### src/hw/rtl/i2da_pkg.sv
// ----------------------------------------------------------------------------
// i2da_pkg: shared types and constants for the integer to decimal ASCII block
// Holds the widths, the character codes and the data record that is passed
// from one conversion cell to the next.
// ----------------------------------------------------------------------------
package i2da_pkg;

	// Input word width and number of decimal digits it can produce.
	localparam int unsigned BIN_W      = 32;
	localparam int unsigned NUM_DIGITS = 10;
	localparam int unsigned BCD_W      = 4 * NUM_DIGITS;

	// Stream payload widths.
	localparam int unsigned CHAR_W      = 6;
	localparam int unsigned COUNT_W     = 4;
	localparam int unsigned IN_TDATA_W  = 32;
	localparam int unsigned OUT_TDATA_W = 16;

	// ASCII codes, truncated to the six bits that are carried.
	localparam logic [CHAR_W-1:0] CH_MINUS = 6'd45;
	localparam logic [CHAR_W-1:0] CH_ZERO  = 6'd48;

	// Record that travels down the chain of double-dabble cells.
	typedef struct packed {
		logic [BCD_W-1:0] bcd;   // decimal digits built so far
		logic [BIN_W-1:0] bin;   // magnitude bits still to shift in, MSB first
		logic             neg;   // the original value was negative
	} cell_data_t;

endpackage

### src/hw/rtl/i2da_cell.sv
// ----------------------------------------------------------------------------
// i2da_cell: one double-dabble step
// Adds three to every BCD digit of five or more, then shifts the next
// binary bit into the BCD word. Registered, advancing on a shared enable.
// ----------------------------------------------------------------------------
module i2da_cell (
	input  logic                 clk,
	input  logic                 arst_n,
	input  logic                 en,
	input  logic                 in_valid,
	input  i2da_pkg::cell_data_t in_data,
	output logic                 out_valid,
	output i2da_pkg::cell_data_t out_data
);
	import i2da_pkg::*;

	logic [BCD_W-1:0] adj;
	cell_data_t       nxt;
	logic             valid_q;
	cell_data_t       data_q;

	// Correct each digit independently before the shift.
	always_comb begin
		for (int i = 0; i < NUM_DIGITS; i++) begin
			if (in_data.bcd[4*i +: 4] >= 4'd5) begin
				adj[4*i +: 4] = in_data.bcd[4*i +: 4] + 4'd3;
			end else begin
				adj[4*i +: 4] = in_data.bcd[4*i +: 4];
			end
		end
		nxt.bcd = {adj[BCD_W-2:0], in_data.bin[BIN_W-1]};
		nxt.bin = {in_data.bin[BIN_W-2:0], 1'b0};
		nxt.neg = in_data.neg;
	end

	// Valid flag of this cell.
	always_ff @(posedge clk or negedge arst_n) begin
		if (!arst_n) begin
			valid_q <= 1'b0;
		end else if (en) begin
			valid_q <= in_valid;
		end
	end

	// Payload register.
	always_ff @(posedge clk) begin
		if (en) begin
			data_q <= nxt;
		end
	end

	assign out_valid = valid_q;
	assign out_data  = data_q;

endmodule

### src/hw/rtl/i2da_ser.sv
// ----------------------------------------------------------------------------
// i2da_ser: character serializer
// Takes the finished BCD word, drops leading zeros and sends the sign and
// the digits one character per beat, most significant first.
// ----------------------------------------------------------------------------
module i2da_ser (
	input  logic                          clk,
	input  logic                          arst_n,
	input  logic                          in_valid,
	input  i2da_pkg::cell_data_t          in_data,
	output logic                          in_ready,
	output logic                          out_valid,
	input  logic                          out_ready,
	output logic [i2da_pkg::CHAR_W-1:0]   out_char,
	output logic                          out_last,
	output logic [i2da_pkg::COUNT_W-1:0]  out_count
);
	import i2da_pkg::*;

	logic                 busy_q;
	logic                 sign_q;
	logic [COUNT_W-1:0]   rem_q;
	logic [COUNT_W-1:0]   total_q;
	logic [BCD_W-1:0]     dig_q;

	logic                 take;
	logic                 last_beat;
	logic                 load;
	logic [COUNT_W-1:0]   nd;
	logic [COUNT_W-1:0]   lead_zeros;
	logic [BCD_W-1:0]     aligned;

	// Number of significant digits, at least one so that zero prints.
	always_comb begin
		nd = COUNT_W'(1);
		for (int i = 0; i < NUM_DIGITS; i++) begin
			if (in_data.bcd[4*i +: 4] != 4'd0) begin
				nd = COUNT_W'(i + 1);
			end
		end
		lead_zeros = COUNT_W'(NUM_DIGITS) - nd;
		aligned    = in_data.bcd << {lead_zeros, 2'b00};
	end

	assign take      = busy_q && out_ready;
	assign last_beat = !sign_q && (rem_q == COUNT_W'(1));
	assign in_ready  = !busy_q || (take && last_beat);
	assign load      = in_valid && in_ready;

	// Busy while characters of a number are pending.
	always_ff @(posedge clk or negedge arst_n) begin
		if (!arst_n) begin
			busy_q <= 1'b0;
		end else if (load) begin
			busy_q <= 1'b1;
		end else if (take && last_beat) begin
			busy_q <= 1'b0;
		end
	end

	// Digit shift register, sign flag and counters.
	always_ff @(posedge clk) begin
		if (load) begin
			sign_q  <= in_data.neg;
			rem_q   <= nd;
			total_q <= nd + COUNT_W'(in_data.neg);
			dig_q   <= aligned;
		end else if (take) begin
			if (sign_q) begin
				sign_q <= 1'b0;
			end else begin
				dig_q <= {dig_q[BCD_W-5:0], 4'd0};
				rem_q <= rem_q - COUNT_W'(1);
			end
		end
	end

	// Output beat straight from the registers.
	assign out_valid = busy_q;
	assign out_char  = sign_q ? CH_MINUS : (CH_ZERO + {2'b00, dig_q[BCD_W-1 -: 4]});
	assign out_last  = last_beat;
	assign out_count = last_beat ? total_q : '0;

endmodule

### src/hw/rtl/int32_to_decimal_ascii_top.sv
// ----------------------------------------------------------------------------
// int32_to_decimal_ascii_top: signed 32-bit integer to decimal ASCII text
// Converts each input word through a chain of double-dabble cells and sends
// its text one character per beat.
// ----------------------------------------------------------------------------
// Usage:
//   The slave stream takes one signed 32-bit value per beat. The master stream
//   sends its decimal text, most significant character first: a minus sign
//   for negative values, then the digits with no leading zeros (zero gives a
//   single 0). The final character of a number has tlast high and carries the
//   character count of the number; the count is zero on other beats.
//   Each input beat is registered in turn by the 32 cells of the conversion
//   chain, the first of which registers the input beat itself, and is then
//   loaded into the serializer.
//   Throughput: one character per cycle while the receiver is ready; a number
//   has 1 to 11 characters, and the serializer port sets the rate. Input beats
//   are taken one per cycle while the last cell is empty or is drained.
//   Reset clears all valid flags; no beats are in flight afterwards.
//   When the receiver stalls, the current character holds and the chain
//   stops only once its last cell holds a finished value.
// ----------------------------------------------------------------------------
module int32_to_decimal_ascii_top (
	input  logic                                 clk,
	input  logic                                 arst_n,
	input  logic                                 s_axis_tvalid,
	output logic                                 s_axis_tready,
	input  logic [i2da_pkg::IN_TDATA_W-1:0]      s_axis_tdata,  // [31:0] value
	output logic                                 m_axis_tvalid,
	input  logic                                 m_axis_tready,
	output logic [i2da_pkg::OUT_TDATA_W-1:0]     m_axis_tdata,  // [5:0] character,
	                                                            // [9:6] char_count
	output logic                                 m_axis_tlast
);
	import i2da_pkg::*;

	cell_data_t         stage [0:BIN_W];
	logic [BIN_W:0]     vld;
	logic               adv;
	logic               ser_ready;
	logic               in_neg;
	logic [CHAR_W-1:0]  ch;
	logic [COUNT_W-1:0] cnt;

	// Magnitude of the input; the minimum value wraps to 2^31 unsigned.
	assign in_neg       = s_axis_tdata[BIN_W-1];
	assign stage[0].neg = in_neg;
	assign stage[0].bin = in_neg ? (BIN_W'(0) - s_axis_tdata) : s_axis_tdata;
	assign stage[0].bcd = '0;
	assign vld[0]       = s_axis_tvalid;

	// The chain moves whenever its last cell is empty or is drained.
	assign adv           = !vld[BIN_W] || ser_ready;
	assign s_axis_tready = adv;

	// One double-dabble cell per input bit.
	for (genvar g = 0; g < BIN_W; g++) begin : g_cell
		i2da_cell u_cell (
			.clk       (clk),
			.arst_n    (arst_n),
			.en        (adv),
			.in_valid  (vld[g]),
			.in_data   (stage[g]),
			.out_valid (vld[g+1]),
			.out_data  (stage[g+1])
		);
	end

	// Character serializer.
	i2da_ser u_ser (
		.clk       (clk),
		.arst_n    (arst_n),
		.in_valid  (vld[BIN_W]),
		.in_data   (stage[BIN_W]),
		.in_ready  (ser_ready),
		.out_valid (m_axis_tvalid),
		.out_ready (m_axis_tready),
		.out_char  (ch),
		.out_last  (m_axis_tlast),
		.out_count (cnt)
	);

	assign m_axis_tdata = {(OUT_TDATA_W - CHAR_W - COUNT_W)'(0), cnt, ch};

endmodule

### config.mk
export PLATFORM = sky130hd
export DESIGN_NAME = int32_to_decimal_ascii_top
export DESIGN_NICKNAME = d
export VERILOG_FILES = /design/src/hw/rtl/i2da_pkg.sv /design/src/hw/rtl/i2da_cell.sv /design/src/hw/rtl/i2da_ser.sv /design/src/hw/rtl/int32_to_decimal_ascii_top.sv
export SDC_FILE = /design/constraint.sdc
export NUM_CORES = 2
export LEC_CHECK = 0
export BUFFER_PORTS_ARGS = -buffer_cell sky130_fd_sc_hd__buf_2
export CORE_MARGIN = 4
export CORE_UTILIZATION = 50
export CTS_CLUSTER_SIZE = 10
export DETAILED_ROUTE_END_ITERATION = 10
export PLACE_DENSITY = 0.65
export REMOVE_ABC_BUFFERS = 1
export SLEW_MARGIN = 20
export SYNTH_ARGS = -nofsm -noshare
export SYNTH_HDL_FRONTEND = slang
export SYNTH_SLANG_ARGS = --single-unit
### constraint.sdc
create_clock -name clk -period 59.1 [get_ports clk]
set_input_delay 5.91 -clock clk [delete_from_list [all_inputs] [get_ports clk]]
set_output_delay 5.91 -clock clk [all_outputs]
set_load 0.02 [all_outputs]
==> metrics <==
Worst Hold Class=flop to flop; Clock transition at path regs=50 ps; design area=0.0629 mm2; RSZ-0062 raised after global routing=no; dpl cell area=0.0587 mm2; nets@finish=4676; Layout area overhead=11.2%; largest net degree at the start of global routing=194; vias per cell=5.05; design internal power=1.59 mW; Psw=0.433 mW; core area=0.112 mm2; mapped cell area=0.0566 mm2; Tot GR Track Use=13.4%; Slew Viols, Final=0; crit path kind=input pin to output port; EDFF count, synth=1257; Clk pwr share=40.1%; Yosys reg bits=1290; initial antenna violation count=0; largest cells by area after synthesis=edfxtp_1 67%, ha_1 7.1%, nand2_1 4.2%; Synth cell types=59; Pwr Total=2.03 mW; die area=0.119 mm2; Post-CTS Resized=0; first-pass GRT wire length=133 mm; Post-synth top cells=1257 x edfxtp_1, 629 x nand2_1, 323 x ha_1, 323 x inv_1, 320 x o21ai_0; Synth Instances=4132; I/O Pins=55; Comb power frac=5.7%; CP startpoint kind=input pin; R2R cell count=8; Main synth FF type=edfxtp_1; post-CTS setup buffers=0; Hold Crit Depth=0; initial core utilization=50.3%; Via Count=29600; P_leak=23.4 nW; Pwr Density=32.2 mW/mm2; Clock Skew=21.4 ps; die width=344 um; TritonCTS Sinks=1290; CTS tree=built; Rows=123; DR iter-0 viols=1844; Fmax=78.5 MHz; Arrival @ worst endpoint=6820 ps; CTS Hold Bufs=0; DR DRC count=0; CTS buffer count=149; slew at the pin with the worst max-slew slack=1090 ps; sequential share of power=54.2%; Worst Path Max Fanout=23; # setup viols final=0; most frequent cell after synthesis=edfxtp_1; crit share post-route=21.5%; R2R setup slack=53150 ps; drt first pass iters=5; async set-reset flop share out of synthesis=2.56%; area share of the largest cell type after synthesis=66.7%; Final ANT Viol Nets=0; ANT cells=0; Synth area leader=edfxtp_1; DIE HEIGHT=344 um; hpwl dp=49.5 mm; I/O Buffers=47; min Tclk post-route=12730 ps; Switching Fraction=21.4%; hold path startpoint=g_cell[7].u_cell.out_data[12]$_DFFE_PP_; worst reg2reg path startpoint=u_ser.sign_q$_SDFFCE_PN0P_; insertion delay to the later sink of the worst-skew pair=730 ps; Yosys warnings=0; number of max-cap violations=0; GR Overflow Total=0; layout cells sized above 1=6.87%; Syn Area/Cell=13.7 um2; H-tree lvl count=4; sequential area share after synthesis=68.1%; WHS Endpoint=g_cell[8].u_cell.out_data[13]$_DFFE_PP_; CP Capture Type=output port; CTS Root Cell=clkbuf_16; Setup TNS=0 ps; vias in the first global route=29100; hold_ws=406 ps; Total Routed Length=78.0 mm; maximum root-to-sink buffer count=3; CP Data Required Time=53190 ps; endpoints failing hold=0; wire length per cell=13.3 um; R2R Path End=g_cell[5].u_cell.out_data[33]$_DFFE_PP_; maximum VDD drop=0.0258 mV; GP Congestion=0.880; Worst slew margin=27.3%; status=finished clean
[how the worst max path moves through the flow]
| stage | startpoint | end | slack [ps] | cells past startpoint |
|---|---|---|---|---|
| global placement | m_axis_tready | s_axis_tready | 46350 | 4 |
| floorplan | m_axis_tready | s_axis_tready | 21350 | 2 |
| CTS | m_axis_tready | s_axis_tready | 46340 | 4 |
| global route | m_axis_tready | s_axis_tready | 46270 | 4 |
| detailed placement | m_axis_tready | s_axis_tready | 46340 | 4 |
| finish | m_axis_tready | s_axis_tready | 46370 | 4 |
[worst max-delay path: stages]
cell and delay (ps):
buf_2 100, a21boi_1 260, nand2_4 260, buf_2 270
[power groups by stage]
stage,combinational (mW),sequential [mW],clock (mW)
2_1_floorplan,0.0967,1.19,0
3_3_place_gp,0.113,1.12,0
3_5_place_dp,0.118,1.12,0
4_1_cts,0.119,1.10,0.841
5_1_grt,0.134,1.10,0.879
6_report,0.116,1.10,0.812
[cell usage in the layout (no fill, tap or decap), drive strengths merged, types with 6 or more instances in the layout]
| master | Yosys | final |
|---|---|---|
| o211ai | 7 | 7 |
| o31ai | 7 | 7 |
| buf | 24 | 65 |
| clkbuf | 12 | 183 |
| and2 | 11 | 11 |
| edfxtp | 1257 | 1257 |
| a22oi | 14 | 14 |
| inv | 324 | 331 |
| a221oi | 8 | 8 |
| nor2 | 173 | 173 |
| nor4 | 12 | 12 |
| mux4 | 6 | 6 |
| a21oi | 171 | 171 |
| nand2b | 294 | 294 |
| o22a | 7 | 7 |
| mux2i | 176 | 176 |
| clkinv | 1 | 9 |
| nand2 | 630 | 630 |
| a221o | 9 | 9 |
| ha | 323 | 323 |
| o21ai | 320 | 320 |
| a22o | 7 | 7 |
| conb | 2 | 7 |
| dfrtp | 33 | 33 |
| mux2 | 44 | 44 |
| or4 | 10 | 10 |
| o2111ai | 7 | 7 |
| xnor2 | 185 | 185 |
[cell type report]
cell class                 instances  area [um2]
clock buffer                     183        3920
clock inverter                    18         295
fill                            8889       49600
inverter                         325        1220
multi-input combinational       2486       16600
sequential                      1290       38600
tap                             1500        1880
timing repair buffer              65         395
[cell families after synthesis]
logic type | count (synthesis) | share of synthesized area (%)
flip-flops | 1290 | 68.1
AND/OR/NAND/NOR | 1158 | 9.33
AO/OA/AOI/OAI | 584 | 5.70
buffers and inverters | 361 | 2.52
adder cells (fa/ha/maj) | 323 | 7.14
multiplexers | 226 | 4.25
XOR/XNOR | 188 | 2.91
other | 2 | 0.0133
[metrics by stage]
stage | instances | setup slack, ps | utilization (%)
detailed placement | 5666 | 46340 | 52.2
global route | 5867 | 46270 | 55.9
finish | 5867 | 46370 | 55.9
floorplan | 4101 | 21350 | -
CTS | 5867 | 46340 | 55.9
global placement | 5666 | 46350 | 52.2
[state kept, by name, indices dropped and copies added, names as in the netlist]
register                 count
u_ser.total_q                4
u_ser.dig_q                 40
u_ser.rem_q                  4
u_ser.sign_q                 1
u_ser.out_valid              1
g_cell.u_cell.out_valid     32
g_cell.u_cell.out_data    1208
[metal layers]
metal | track usage, % | vias up | wire length (um)
li1 | - | 15000 | -
met1 | 15.6 | 14000 | 32400
met2 | 24.0 | 388 | 39800
met3 | 2.87 | 192 | 3060
met4 | 5.89 | 0 | 2760
met5 | 0 | - | 0
No activity file was read; power rests on OpenSTA's default activity.
